`src/rtl/btme_pkg.sv`:
```
// Types and constants of the branch trace message encoder.
`timescale 1ns / 1ps

package btme_pkg;

  localparam int CNT_W       = 17;
  localparam int MAX_RESULTS = 16;
  localparam int CFG_DATA_W  = 16;
  localparam int CFG_IDX_W   = 3;

  localparam logic [CFG_IDX_W-1:0] CFG_TRACE_ENABLE = 3'd0;
  localparam logic [CFG_IDX_W-1:0] CFG_EVENT_CODE   = 3'd1;
  localparam logic [CFG_IDX_W-1:0] CFG_SYNC_CODE    = 3'd2;
  localparam logic [CFG_IDX_W-1:0] CFG_BRANCH_TYPE  = 3'd3;
  localparam logic [CFG_IDX_W-1:0] CFG_COUNT_LIMIT  = 3'd4;

  localparam logic [5:0] TC_DBR  = 6'd3;
  localparam logic [5:0] TC_IBR  = 6'd4;
  localparam logic [5:0] TC_SYNC = 6'd9;
  localparam logic [5:0] TC_CORR = 6'd33;

  localparam logic [1:0] MSEO_NONE  = 2'b00;
  localparam logic [1:0] MSEO_FIELD = 2'b01;
  localparam logic [1:0] MSEO_END   = 2'b11;

  localparam logic [1:0] KIND_BRANCH = 2'd1;
  localparam logic [1:0] KIND_JUMP   = 2'd2;

  localparam logic [3:0]  SYNC_CODE_RESET   = 4'd5;
  localparam logic [15:0] COUNT_LIMIT_RESET = 16'hFFFF;

  typedef enum logic [1:0] {
    MODE_IDLE,
    MODE_DATA,
    MODE_FULL
  } mode_t;

  typedef enum logic [2:0] {
    S_IDLE,
    S_HDR,
    S_B1,
    S_FA,
    S_FB
  } state_t;

  typedef enum logic [1:0] {
    SEL_HDR,
    SEL_B1,
    SEL_FA,
    SEL_FB
  } sel_t;

  typedef struct packed {
    logic load;
    logic emit;
    sel_t sel;
  } cmd_t;

  typedef struct packed {
    logic msg_start;
    logic has_b1;
    logic a_pres;
    logic rest_zero;
    logic done;
    logic out_free;
  } status_t;

endpackage

```
`src/rtl/btme_if.sv`:
```
// Valid/ready channel interfaces for instructions in and trace bytes out.
`timescale 1ns / 1ps

interface btme_in_if;
  logic        valid;
  logic        ready;
  logic [63:0] instr_addr;
  logic [1:0]  instr_kind;
  logic [1:0]  instr_size;

  modport source (output valid, output instr_addr, output instr_kind, output instr_size,
                  input ready);
  modport sink (input valid, input instr_addr, input instr_kind, input instr_size,
                output ready);
endinterface

interface btme_out_if;
  logic       valid;
  logic       ready;
  logic [7:0] trace_byte;
  logic       last;

  modport source (output valid, output trace_byte, output last, input ready);
  modport sink (input valid, input trace_byte, input last, output ready);
endinterface

```
`src/rtl/btme_dp.sv`:
```
// Datapath: trace state, message fields, chunk shifter and output register.
`timescale 1ns / 1ps

module btme_dp #(
  parameter int ADDR_WIDTH    = 64,
  parameter int MAX_MSG_BYTES = 16
) (
  input  logic                                clk,
  input  logic                                rst,
  input  logic                                cfg_wr_en,
  input  logic [btme_pkg::CFG_IDX_W-1:0]      cfg_index,
  input  logic [btme_pkg::CFG_DATA_W-1:0]     cfg_data,
  input  logic [63:0]                         in_addr,
  input  logic [1:0]                          in_kind,
  input  logic [1:0]                          in_size,
  input  logic                                out_ready,
  input  btme_pkg::cmd_t                      cmd,
  output btme_pkg::status_t                   status,
  output logic                                out_valid,
  output logic [7:0]                          out_byte,
  output logic                                out_last
);

  localparam int HW    = ADDR_WIDTH - 1;
  localparam int CW    = btme_pkg::CNT_W;
  localparam int VW    = (HW > CW) ? HW : CW;
  localparam int CAP   = (MAX_MSG_BYTES < btme_pkg::MAX_RESULTS) ?
                         MAX_MSG_BYTES : btme_pkg::MAX_RESULTS;
  localparam int IDX_W = $clog2(CAP);

  logic                trace_enable;
  logic [3:0]          event_code;
  logic [3:0]          sync_code;
  logic [1:0]          branch_type_code;
  logic [15:0]         count_limit;

  btme_pkg::mode_t     mode, mode_next;
  logic [CW-1:0]       instr_count, count_next;
  logic [1:0]          prev_kind;
  logic [HW-1:0]       last_half_addr;
  logic                lha_wr;

  logic [7:0]          hdr, hdr_next;
  logic [7:0]          b1, b1_next;
  logic [1:0]          b1_code, b1_code_next;
  logic                has_b1, has_b1_next;
  logic                a_pres, a_pres_next;
  logic [1:0]          a_code, a_code_next;
  logic                b_pres, b_pres_next;
  logic [VW-1:0]       sh, sh_next;
  logic [HW-1:0]       b_val, b_val_next;
  logic [IDX_W-1:0]    idx;

  logic [HW-1:0]       half;
  logic [CW-1:0]       cnt_add;
  logic                msg_start;
  logic [7:0]          byte_sel;
  logic                nat_end;
  logic                cap_hit;
  logic                rest_zero;
  logic                enable_rise;

  assign half        = in_addr[ADDR_WIDTH-1:1];
  assign cnt_add     = instr_count + CW'(in_size);
  assign rest_zero   = ~|sh[VW-1:6];
  assign cap_hit     = (idx == IDX_W'(CAP - 1));
  assign enable_rise = cfg_wr_en && (cfg_index == btme_pkg::CFG_TRACE_ENABLE) &&
                       !trace_enable && cfg_data[0];

  always_comb begin
    mode_next    = mode;
    count_next   = instr_count;
    lha_wr       = 1'b0;
    msg_start    = 1'b0;
    hdr_next     = {btme_pkg::TC_SYNC, btme_pkg::MSEO_NONE};
    b1_next      = {half[1:0], sync_code, btme_pkg::MSEO_NONE};
    b1_code_next = btme_pkg::MSEO_END;
    has_b1_next  = 1'b1;
    a_pres_next  = |half[HW-1:2];
    a_code_next  = btme_pkg::MSEO_END;
    b_pres_next  = 1'b0;
    sh_next      = VW'(half >> 2);
    b_val_next   = half ^ last_half_addr;
    if (trace_enable) begin
      unique case (mode)
        btme_pkg::MODE_IDLE: begin
          msg_start  = 1'b1;
          lha_wr     = 1'b1;
          count_next = cnt_add;
          mode_next  = btme_pkg::MODE_DATA;
        end
        btme_pkg::MODE_DATA: begin
          count_next = cnt_add;
          if (prev_kind == btme_pkg::KIND_BRANCH) begin
            msg_start   = 1'b1;
            hdr_next    = {btme_pkg::TC_DBR, btme_pkg::MSEO_NONE};
            has_b1_next = 1'b0;
            a_pres_next = 1'b1;
            sh_next     = VW'(instr_count);
            count_next  = CW'(in_size);
          end else if (prev_kind == btme_pkg::KIND_JUMP) begin
            msg_start    = 1'b1;
            lha_wr       = 1'b1;
            hdr_next     = {btme_pkg::TC_IBR, btme_pkg::MSEO_NONE};
            b1_next      = {instr_count[3:0], branch_type_code, btme_pkg::MSEO_NONE};
            b1_code_next = btme_pkg::MSEO_FIELD;
            a_pres_next  = |instr_count[CW-1:4];
            a_code_next  = btme_pkg::MSEO_FIELD;
            b_pres_next  = 1'b1;
            sh_next      = VW'(instr_count >> 4);
            count_next   = CW'(in_size);
          end
          mode_next = (count_next >= CW'(count_limit)) ? btme_pkg::MODE_FULL :
                      btme_pkg::MODE_DATA;
        end
        default: begin
          count_next = '0;
          mode_next  = btme_pkg::MODE_DATA;
        end
      endcase
    end else if (mode == btme_pkg::MODE_DATA) begin
      msg_start   = 1'b1;
      hdr_next    = {btme_pkg::TC_CORR, btme_pkg::MSEO_NONE};
      b1_next     = {instr_count[1:0], event_code, btme_pkg::MSEO_NONE};
      a_pres_next = |instr_count[CW-1:2];
      sh_next     = VW'(instr_count >> 2);
      count_next  = '0;
      mode_next   = btme_pkg::MODE_IDLE;
    end
  end

  always_comb begin
    unique case (cmd.sel)
      btme_pkg::SEL_HDR: begin
        byte_sel = hdr;
        nat_end  = 1'b0;
      end
      btme_pkg::SEL_B1: begin
        byte_sel = b1 | {6'd0, a_pres ? btme_pkg::MSEO_NONE : b1_code};
        nat_end  = !a_pres && !b_pres;
      end
      btme_pkg::SEL_FA: begin
        byte_sel = {sh[5:0], rest_zero ? a_code : btme_pkg::MSEO_NONE};
        nat_end  = rest_zero && !b_pres;
      end
      default: begin
        byte_sel = {sh[5:0], rest_zero ? btme_pkg::MSEO_END : btme_pkg::MSEO_NONE};
        nat_end  = rest_zero;
      end
    endcase
  end

  always_ff @(posedge clk) begin
    if (rst) begin
      trace_enable     <= 1'b0;
      event_code       <= '0;
      sync_code        <= btme_pkg::SYNC_CODE_RESET;
      branch_type_code <= '0;
      count_limit      <= btme_pkg::COUNT_LIMIT_RESET;
    end else if (cfg_wr_en) begin
      unique case (cfg_index)
        btme_pkg::CFG_TRACE_ENABLE: trace_enable     <= cfg_data[0];
        btme_pkg::CFG_EVENT_CODE:   event_code       <= cfg_data[3:0];
        btme_pkg::CFG_SYNC_CODE:    sync_code        <= cfg_data[3:0];
        btme_pkg::CFG_BRANCH_TYPE:  branch_type_code <= cfg_data[1:0];
        btme_pkg::CFG_COUNT_LIMIT:  count_limit      <= cfg_data;
        default: ;
      endcase
    end
  end

  always_ff @(posedge clk) begin
    if (rst) begin
      mode        <= btme_pkg::MODE_IDLE;
      instr_count <= '0;
      prev_kind   <= '0;
    end else begin
      if (enable_rise) begin
        mode <= btme_pkg::MODE_IDLE;
      end else if (cmd.load) begin
        mode <= mode_next;
      end
      if (cmd.load) begin
        instr_count <= count_next;
        prev_kind   <= in_kind;
      end
    end
  end

  always_ff @(posedge clk) begin
    if (cmd.load && lha_wr) begin
      last_half_addr <= half;
    end
    if (cmd.load) begin
      hdr     <= hdr_next;
      b1      <= b1_next;
      b1_code <= b1_code_next;
      has_b1  <= has_b1_next;
      a_pres  <= a_pres_next;
      a_code  <= a_code_next;
      b_pres  <= b_pres_next;
      b_val   <= b_val_next;
      sh      <= sh_next;
      idx     <= '0;
    end else if (cmd.emit) begin
      idx <= idx + IDX_W'(1);
      if ((cmd.sel == btme_pkg::SEL_FA && rest_zero && b_pres) ||
          (cmd.sel == btme_pkg::SEL_B1 && !a_pres)) begin
        sh <= VW'(b_val);
      end else if (cmd.sel == btme_pkg::SEL_FA || cmd.sel == btme_pkg::SEL_FB) begin
        sh <= sh >> 6;
      end
    end
  end

  always_ff @(posedge clk) begin
    if (rst) begin
      out_valid <= 1'b0;
    end else if (cmd.emit) begin
      out_valid <= 1'b1;
    end else if (out_ready) begin
      out_valid <= 1'b0;
    end
  end

  always_ff @(posedge clk) begin
    if (cmd.emit) begin
      out_byte <= cap_hit ? (byte_sel | {6'd0, btme_pkg::MSEO_END}) : byte_sel;
      out_last <= nat_end || cap_hit;
    end
  end

  assign status.msg_start = msg_start;
  assign status.has_b1    = has_b1;
  assign status.a_pres    = a_pres;
  assign status.rest_zero = rest_zero;
  assign status.done      = nat_end || cap_hit;
  assign status.out_free  = !out_valid || out_ready;

endmodule

```
`src/rtl/btme_ctrl.sv`:
```
// Controller: accepts instructions and walks the fields of each message.
`timescale 1ns / 1ps

module btme_ctrl (
  input  logic              clk,
  input  logic              rst,
  input  logic              in_valid,
  output logic              in_ready,
  input  btme_pkg::status_t status,
  output btme_pkg::cmd_t    cmd
);

  btme_pkg::state_t state, state_next;

  always_ff @(posedge clk) begin
    if (rst) begin
      state <= btme_pkg::S_IDLE;
    end else begin
      state <= state_next;
    end
  end

  always_comb begin
    state_next = state;
    unique case (state)
      btme_pkg::S_IDLE: begin
        if (in_valid && status.msg_start) begin
          state_next = btme_pkg::S_HDR;
        end
      end
      btme_pkg::S_HDR: begin
        if (status.out_free) begin
          priority if (status.done) state_next = btme_pkg::S_IDLE;
          else if (status.has_b1) state_next = btme_pkg::S_B1;
          else state_next = btme_pkg::S_FA;
        end
      end
      btme_pkg::S_B1: begin
        if (status.out_free) begin
          priority if (status.done) state_next = btme_pkg::S_IDLE;
          else if (status.a_pres) state_next = btme_pkg::S_FA;
          else state_next = btme_pkg::S_FB;
        end
      end
      btme_pkg::S_FA: begin
        if (status.out_free) begin
          priority if (status.done) state_next = btme_pkg::S_IDLE;
          else if (status.rest_zero) state_next = btme_pkg::S_FB;
          else state_next = btme_pkg::S_FA;
        end
      end
      btme_pkg::S_FB: begin
        if (status.out_free && status.done) begin
          state_next = btme_pkg::S_IDLE;
        end
      end
      default: state_next = btme_pkg::S_IDLE;
    endcase
  end

  always_comb begin
    in_ready = 1'b0;
    cmd.load = 1'b0;
    cmd.emit = 1'b0;
    cmd.sel  = btme_pkg::SEL_HDR;
    unique case (state)
      btme_pkg::S_IDLE: begin
        in_ready = 1'b1;
        cmd.load = in_valid;
      end
      btme_pkg::S_HDR: begin
        cmd.emit = status.out_free;
        cmd.sel  = btme_pkg::SEL_HDR;
      end
      btme_pkg::S_B1: begin
        cmd.emit = status.out_free;
        cmd.sel  = btme_pkg::SEL_B1;
      end
      btme_pkg::S_FA: begin
        cmd.emit = status.out_free;
        cmd.sel  = btme_pkg::SEL_FA;
      end
      btme_pkg::S_FB: begin
        cmd.emit = status.out_free;
        cmd.sel  = btme_pkg::SEL_FB;
      end
      default: ;
    endcase
  end

endmodule

```
`src/rtl/branch_trace_message_encoder.sv`:
```
// Top level of the branch trace message encoder.
// The instr channel takes one committed instruction per transfer: address,
// kind and size. The trace channel gives the message bytes that the
// instruction causes, one byte per transfer, with last set on the final byte.
// Configuration registers are written through cfg_wr_en, cfg_index and
// cfg_data; the user must write them only while the block is idle, as the
// block itself does not enforce this. An instruction that causes no message
// leaves the controller idle. For one that causes a message, the fields
// are registered when it is taken; the field sequencer then loads the
// bytes into the output register in order, one 6-bit chunk a cycle while
// that register is free. A new instruction is taken in the cycle after
// the final byte is loaded, while it may still wait in the output register.
// When the receiver stalls, the output register holds its byte and the
// sequencer waits. Reset puts the mode, count, previous kind and config
// registers at their reset values and empties the output register.
`timescale 1ns / 1ps

module branch_trace_message_encoder #(
  parameter int ADDR_WIDTH    = 64,
  parameter int MAX_MSG_BYTES = 16
) (
  input  logic                            clk,
  input  logic                            rst,
  btme_in_if.sink                         instr,
  btme_out_if.source                      trace,
  input  logic                            cfg_wr_en,
  input  logic [btme_pkg::CFG_IDX_W-1:0]  cfg_index,
  input  logic [btme_pkg::CFG_DATA_W-1:0] cfg_data
);

  btme_pkg::cmd_t    cmd;
  btme_pkg::status_t status;

  btme_ctrl u_ctrl (
    .clk      (clk),
    .rst      (rst),
    .in_valid (instr.valid),
    .in_ready (instr.ready),
    .status   (status),
    .cmd      (cmd)
  );

  btme_dp #(
    .ADDR_WIDTH    (ADDR_WIDTH),
    .MAX_MSG_BYTES (MAX_MSG_BYTES)
  ) u_dp (
    .clk       (clk),
    .rst       (rst),
    .cfg_wr_en (cfg_wr_en),
    .cfg_index (cfg_index),
    .cfg_data  (cfg_data),
    .in_addr   (instr.instr_addr),
    .in_kind   (instr.instr_kind),
    .in_size   (instr.instr_size),
    .out_ready (trace.ready),
    .cmd       (cmd),
    .status    (status),
    .out_valid (trace.valid),
    .out_byte  (trace.trace_byte),
    .out_last  (trace.last)
  );

endmodule

```
`src/flat_wrapper.sv`:
```
// flat-port wrapper written by rule: the top's interface ports become plain ports
module branch_trace_message_encoder_flat 
#(
  parameter int ADDR_WIDTH    = 64,
  parameter int MAX_MSG_BYTES = 16
)
  (clk, rst, cfg_wr_en, cfg_index, cfg_data, instr_valid, instr_instr_addr, instr_instr_kind, instr_instr_size, instr_ready, trace_valid, trace_trace_byte, trace_last, trace_ready);
  btme_in_if instr_i ();
  btme_out_if trace_i ();
  input  logic clk;
  input  logic rst;
  input  logic cfg_wr_en;
  input  logic [btme_pkg::CFG_IDX_W-1:0] cfg_index;
  input  logic [btme_pkg::CFG_DATA_W-1:0] cfg_data;
  input wire logic [$bits(instr_i.valid)-1:0] instr_valid;
  input wire logic [$bits(instr_i.instr_addr)-1:0] instr_instr_addr;
  input wire logic [$bits(instr_i.instr_kind)-1:0] instr_instr_kind;
  input wire logic [$bits(instr_i.instr_size)-1:0] instr_instr_size;
  output wire logic [$bits(instr_i.ready)-1:0] instr_ready;
  output wire logic [$bits(trace_i.valid)-1:0] trace_valid;
  output wire logic [$bits(trace_i.trace_byte)-1:0] trace_trace_byte;
  output wire logic [$bits(trace_i.last)-1:0] trace_last;
  input wire logic [$bits(trace_i.ready)-1:0] trace_ready;
  assign instr_i.valid = instr_valid;
  assign instr_i.instr_addr = instr_instr_addr;
  assign instr_i.instr_kind = instr_instr_kind;
  assign instr_i.instr_size = instr_instr_size;
  assign instr_ready = instr_i.ready;
  assign trace_valid = trace_i.valid;
  assign trace_trace_byte = trace_i.trace_byte;
  assign trace_last = trace_i.last;
  assign trace_i.ready = trace_ready;
  branch_trace_message_encoder #(.ADDR_WIDTH(ADDR_WIDTH), .MAX_MSG_BYTES(MAX_MSG_BYTES)) u_core (.clk(clk), .rst(rst), .instr(instr_i), .trace(trace_i), .cfg_wr_en(cfg_wr_en), .cfg_index(cfg_index), .cfg_data(cfg_data));
endmodule
```
`config.mk`:
```
export PLATFORM = sky130hd
export DESIGN_NAME = branch_trace_message_encoder_flat
export DESIGN_NICKNAME = d
export VERILOG_FILES = /design/src/rtl/btme_pkg.sv /design/src/rtl/btme_if.sv /design/src/rtl/btme_dp.sv /design/src/rtl/btme_ctrl.sv /design/src/rtl/branch_trace_message_encoder.sv /design/src/flat_wrapper.sv
export SDC_FILE = /design/constraint.sdc
export NUM_CORES = 1
export LEC_CHECK = 0
export ABC_AREA = 1
export ABC_CLOCK_PERIOD_IN_PS = 19600
export BUFFER_PORTS_ARGS = -buffer_cell sky130_fd_sc_hd__buf_2
export CORE_AREA = 2 2 215 217
export DETAILED_ROUTE_END_ITERATION = 6
export DIE_AREA = 0 0 217 219
export PLACE_DENSITY = 0.54
export SKIP_LAST_GASP = 1
export SLEW_MARGIN = 5
export SYNTH_ARGS = -nofsm -noshare
export SYNTH_HDL_FRONTEND = slang
export SYNTH_HIERARCHICAL = 1
export SYNTH_SLANG_ARGS = --single-unit
```
`constraint.sdc`:
```
create_clock -name clk -period 19.6 [get_ports clk]
set_input_delay 3.92 -clock clk [delete_from_list [all_inputs] [get_ports clk]]
set_output_delay 3.92 -clock clk [all_outputs]
set_load 0.01 [all_outputs]
```
-- Word level (Yosys, flattened, before mapping)
Cells that the tools add are included.
- $lt $le $gt $ge: 1
- reduce and logical (&&, ||, !) cells: 43
- bitwise operators: 4
- equality and inequality tests: 20
- muxes and demuxes: 67
- add/subtract/negate cells: 2
- operators with widths (operator ; number):
    63-bit two-way mux ; 5
    61-bit two-way mux ; 4
    17-bit two-way mux ; 6
    63-bit XOR ; 1
    61-bit OR reduction ; 1
    57-bit OR reduction ; 1
    8-bit two-way mux ; 7
    17-bit one-hot mux with 2 select lines ; 1
    3-bit two-way mux ; 9
    8-bit one-hot mux with 3 select lines ; 1
    2-bit two-way mux ; 9
    6-bit two-way mux ; 3
    17-bit by 2-bit adder with 17-bit output ; 1
    17-bit by 16-bit greater-or-equal comparator with 1-bit output ; 1
    1-bit two-way mux ; 17
    2-bit AND reduction ; 8
    3-bit one-hot mux with 5 select lines ; 1
    15-bit OR reduction ; 1
    13-bit OR reduction ; 1
    3-bit by 2-bit == test with 1-bit output, second input constant ; 4
    3-bit one-hot mux with 4 select lines ; 1
    1-bit logical AND ; 11
    2-bit != test, second input constant ; 5
    8-bit by 2-bit bitwise OR with 8-bit output ; 1
    18 further kinds ; 37
- flip-flop bits (word level): 275
- bits of input ports: 92
- output and inout port bits: 11

-- Depth between registers and ports, before layout
- depth in word-level cells: 10
- depth in mapped cells: 21
- depth with buffers taken out: 21

-- Hierarchy
The synthesis kept the hierarchy.
- modules (own cells, without submodules) (module ; cells an instance ; instances ; area an instance (µm²)):
    btme_dp ; 1411 ; 1 ; 13190.2
    btme_ctrl ; 54 ; 1 ; 280.3

-- Least setup slack after synthesis
No wires, ideal clock.
- path type: input port to flip-flop
- from: input port instr_valid
- to: register u_core.u_dp.last_half_addr[0] (enable)
- stages: 6
- setup time: 0.505 ns
- arrival time: 8.712 ns
- required time: 19.095 ns
- setup slack: 10.383 ns
- cells stage by stage: and3_2 > buf_2 > inv_2 > nor3_2 > inv_2 > a21oi_1
- word-level cells in the longest chain between the ends: 2
- RTL lines (item ; RTL line ; source):
    start, declared ; flat_wrapper.sv:15 ; input wire logic [$bits(instr_i.valid)-1:0] instr_valid;
    1-bit two-way mux ; btme_ctrl.sv:66 ; unique case (state)
    1-bit logical AND ; btme_dp.sv:191 ; if (cmd.load && lha_wr) begin
    end signal, assigned ; btme_dp.sv:192 ; last_half_addr <= half;
    end, declared ; btme_dp.sv:40 ; logic [HW-1:0] last_half_addr;
No other way between the ends.
A chain may end at the register's enable or synchronous reset.

-- Worst setup path in the final report
- from: input port instr_instr_size[0]
- to: register u_core.u_dp.mode[0]
- word-level cells in the longest chain between the ends: 9
- RTL lines (item ; RTL line ; source):
    start, declared ; flat_wrapper.sv:18 ; input wire logic [$bits(instr_i.instr_size)-1:0] instr_instr_size;
    17-bit by 2-bit adder with 17-bit output ; btme_dp.sv:64 ; assign cnt_add = instr_count + CW'(in_size);
    17-bit two-way mux ; btme_dp.sv:101 ; end else if (prev_kind == btme_pkg::KIND_JUMP) begin
    17-bit two-way mux * ; btme_dp.sv:94 ; if (prev_kind == btme_pkg::KIND_BRANCH) begin
    17-bit two-way mux * ; btme_dp.sv:85 ; unique case (mode)
    17-bit two-way mux * ; btme_dp.sv:84 ; if (trace_enable) begin
    17-bit by 16-bit greater-or-equal comparator with 1-bit output * ; btme_dp.sv:113 ; mode_next = (count_next >= CW'(count_limit)) ? btme_pkg::MODE_FULL :
    2-bit two-way mux * ; btme_dp.sv:113 ;
    2-bit two-way mux * ; btme_dp.sv:85 ;
    2-bit two-way mux * ; btme_dp.sv:84 ;
    end signal, assigned ; btme_dp.sv:174 ; mode <= btme_pkg::MODE_IDLE;
    end signal, assigned ; btme_dp.sv:179 ; mode <= btme_pkg::MODE_IDLE;
    end signal, assigned ; btme_dp.sv:181 ; mode <= mode_next;
    end, declared ; btme_dp.sv:37 ; btme_pkg::mode_t mode, mode_next;
Every way passes the cells marked *; elsewhere a longest branch is shown, timed or not. The select of a mux whose other input is x is not followed.

==> results.yml <==
run_status:
  outcome: "finished clean"
logic_synthesis:
  synth_nets: 1583
  yosysTopAreaCell: "edfxtp_1"
  synth.avg_cell_area_um2: 9.19
  synth_edf_count: 212
  yosys_warnings: 6
  yosysUniqueCellTypes: 44
  synth_async_sr_flop_share_pct: 0
  synth_most_common_cell: "nand2_1"
  synth_area_leaders: "edfxtp_1 (47%), dfxtp_1 (8.3%), nand2_1 (7.8%)"
  syn_area_um2: 13500
  synthFlopType: "edfxtp_1"
  synth_seq_cells: 268
  ys_top_cells_by_count: "nand2_1 (280), inv_1 (216), edfxtp_1 (212)"
  synth_top_area_share_pct: 47.3
  synthCells: 1465
  synth_seq_area_share_pct: 55.6
run:
  maxCapViolCount: 0
floorplanning:
  rows: 78
  design.die.area_um2: 47500
  ios: 103
  core_area_um2: 45100
  die_height_um: 219
  die_w_um: 217
  initial_utilization_pct: 29.9
timing:
  fin_skew_ns: 0.0170
  setup_violations: 0
  hold_viol_final: 0
  final.period_utilization_pct: 31.8
  layout_min_cycle_time_ns: 6.24
  rsz0062_at_grt: "no"
  drv_slew: 0
  slew_headroom_pct: 14.1
  fin_setup_tns_ns: 0
  worstMarginPinSlew_ns: 1.28
  fmax_mhz: 160
worst_setup_path:
  cp_data_arrival_time_ns: 6.75
  rrSetupSlack_ns: 15.93
  cp-startpoint: "instr_instr_size[0]"
  crit_type: "primary input to flip-flop"
  worstSetupStartpointType: "primary input"
  rr_startpoint: "u_core/u_ctrl/state[0]"
  rr_worst_depth: 11
  cp_data_required_time_ns: 20.11
  crit_end: "u_core/u_dp/mode[0]"
  slowest_stage: "ha_1"
  cp_max_fo: 3
  crit_top_cell: "nand2_1"
  crit_chain: "buf_2, ha_1, fa_1, nand3_2, nor3_2, nand2_1, nor3_2, xor2_1, nand2_1, nor2_1, ha_1, and3_1, a31oi_1, nand3_1, nand2_1, nand2_1, a21oi_1"
  max_stage_delay_ns: 0.29
  rr_endpoint: "u_core/u_dp/sh[11]"
  endpoint_kind: "flip-flop"
global_routing:
  grt_pass1_vias: 9912
  grt_pass1_wl_mm: 54.9
  grt_usage_pct: 14.5
  gr-total-overflow: 0
  grt_max_degree: 75
  antenna_found_initial: 8
drt:
  drt_pre_antenna_iters: 7
  wl_per_cell_um: 16.0
  antenna_left: 0
  drt-total-wl_mm: 34.7
  post-route-drc-count: 0
  via_per_inst: 4.72
  drt_iter0_drc: 711
  num_vias: 10200
clocking:
  post-cts-setup-buffer-count: 0
  root_buffer: "clkbuf_16"
  h-tree-depth: 1
  clkTransAtPathRegs_ns: 0.06
  cts_sinks: 268
  cts_made_buffers: 30
  clockBufferDepth: 3
  insertion_delay_ns: 0.59
  cts_resized: 0
  holdBufCountCts: 0
  tritoncts: "built"
place:
  port_buffers: 101
  gp_congestion: 0.860
  dp.final_hpwl_mm: 23.7
finish:
  fin_nets: 1663
  syn2layout_area_growth_pct: 14.9
  final_util_pct: 34.3
  regArea_um2: 7490
  layout-drive-gt1-share_pct: 12.2
  multiInputGateArea_um2: 4830
  fill_cells: 4715
hold_path:
  hold_path_class: "flip-flop to flip-flop"
power:
  total_power_mw: 1.90
  power_density_nw_per_um2: 123
  ir_drop_mv: 0.0650
  cellLeakagePower_nw: 6.55
==> worst min path at each step <==
stage	start	to	slack [ns]	cells past startpoint
floorplan	u_core/u_dp/branch_type_code[0]	u_core/u_dp/branch_type_code[0]	0.42	2
CTS	u_core/u_dp/branch_type_code[1]	u_core/u_dp/branch_type_code[1]	0.45	2
global placement	u_core/u_dp/branch_type_code[1]	u_core/u_dp/branch_type_code[1]	0.44	2
global route	u_core/u_dp/branch_type_code[1]	u_core/u_dp/branch_type_code[1]	0.47	2
detailed placement	u_core/u_dp/branch_type_code[1]	u_core/u_dp/branch_type_code[1]	0.44	2
finish	u_core/u_dp/branch_type_code[1]	u_core/u_dp/branch_type_code[1]	0.45	2
==> worst max-delay path: cells and delay by family <==
kind	cells	cell delay, ns
fa+ha+maj	3	0.74
buf+inv	1	0.11
simple gates	10	1.49
compound gates	2	0.28
xor+xnor	1	0.21
==> routing by layer <==
| metal | vias up | global-route usage, % | part of all wire, % |
|---|---|---|---|
| met5 | - | 0 | 0.27 |
| met4 | 14 | 3.01 | 1.8 |
| met3 | 59 | 3.35 | 6.1 |
| met2 | 263 | 23.6 | 46 |
| met1 | 4832 | 19.8 | 46 |
| li1 | 5073 | - | - |
==> cell families (layout without fill, tap and decap cells) <==
family	Yosys count	count (layout)	share of synthesized area (%)
adders and majority gates	26	26	2.47
muxes	1	1	0.0743
xor gates and xnor gates	73	73	4.75
AOI/OAI and AO/OA	136	136	6.16
buffers and inverters	291	395	8.74
and+or+nand+nor	670	670	22.2
DFF	268	268	55.6
other	0	1	0
==> stage by stage <==
stage                     std cells  setup slack (ns)  hold WS [ns]  instance area, um2
after floorplan                1465             10.38         0.424               13500
after global placement         2113             12.81         0.443               14500
after detailed placement       2113             12.76         0.442               14500
after CTS                      2169             13.38         0.452               15500
after global routing           2169             13.06         0.469               15500
final                          2170             13.36         0.453               15500
==> registers in the layout, summed over array words and instances (netlist names), 2 cells and up <==
register                      cells
u_core/u_dp/sh                   63
u_core/u_dp/sync_code             4
u_core/u_ctrl/state               3
u_core/u_dp/out_byte              8
u_core/u_dp/count_limit          16
u_core/u_dp/b1                    6
u_core/u_dp/b_val                63
u_core/u_dp/mode                  2
u_core/u_dp/hdr                   5
u_core/u_dp/event_code            4
u_core/u_dp/prev_kind             2
u_core/u_dp/branch_type_code      2
u_core/u_dp/instr_count          17
u_core/u_dp/last_half_addr       63
u_core/u_dp/idx                   4
==> final cells by class <==
| class | count | area share, % |
|---|---|---|
| Antenna cell | 1 | 0.0162 |
| Clock buffer | 33 | 4.92 |
| Clock inverter | 23 | 1.39 |
| Inverter | 229 | 5.55 |
| Multi-Input combinational cell | 906 | 31.2 |
| Sequential cell | 268 | 48.4 |
| Tap cell | 600 | 4.85 |
| Timing Repair Buffer | 110 | 3.70 |
==> layout by cell type, fill, tap and decap left out, drive strengths merged <==
master    count
a21oi        31
a22o          4
a22oi         8
a31o          1
a31oi         1
a32oi         1
and2          1
and3          2
buf         110
bufinv        3
clkbuf       33
clkinv       18
clkinvlp      3
dfxtp        56
diode         1
edfxtp      212
fa            1
ha           25
inv         228
mux2i         1
nand2       285
nand3       209
nand3b        1
nand4        25
nor2        110
nor3         17
nor4         17
o211ai       16
o21ai        43
o21bai        1
o22ai        19
o31ai        11
or2           3
xor2         73
==> power by group <==
part / switching [mW] / internal (mW) / total [mW]
Sequential: 0.0376 / 0.799 / 0.837
Clock: 0.238 / 0.320 / 0.558
Combinational: 0.358 / 0.144 / 0.502
No activity file was read; power rests on OpenSTA's default activity.
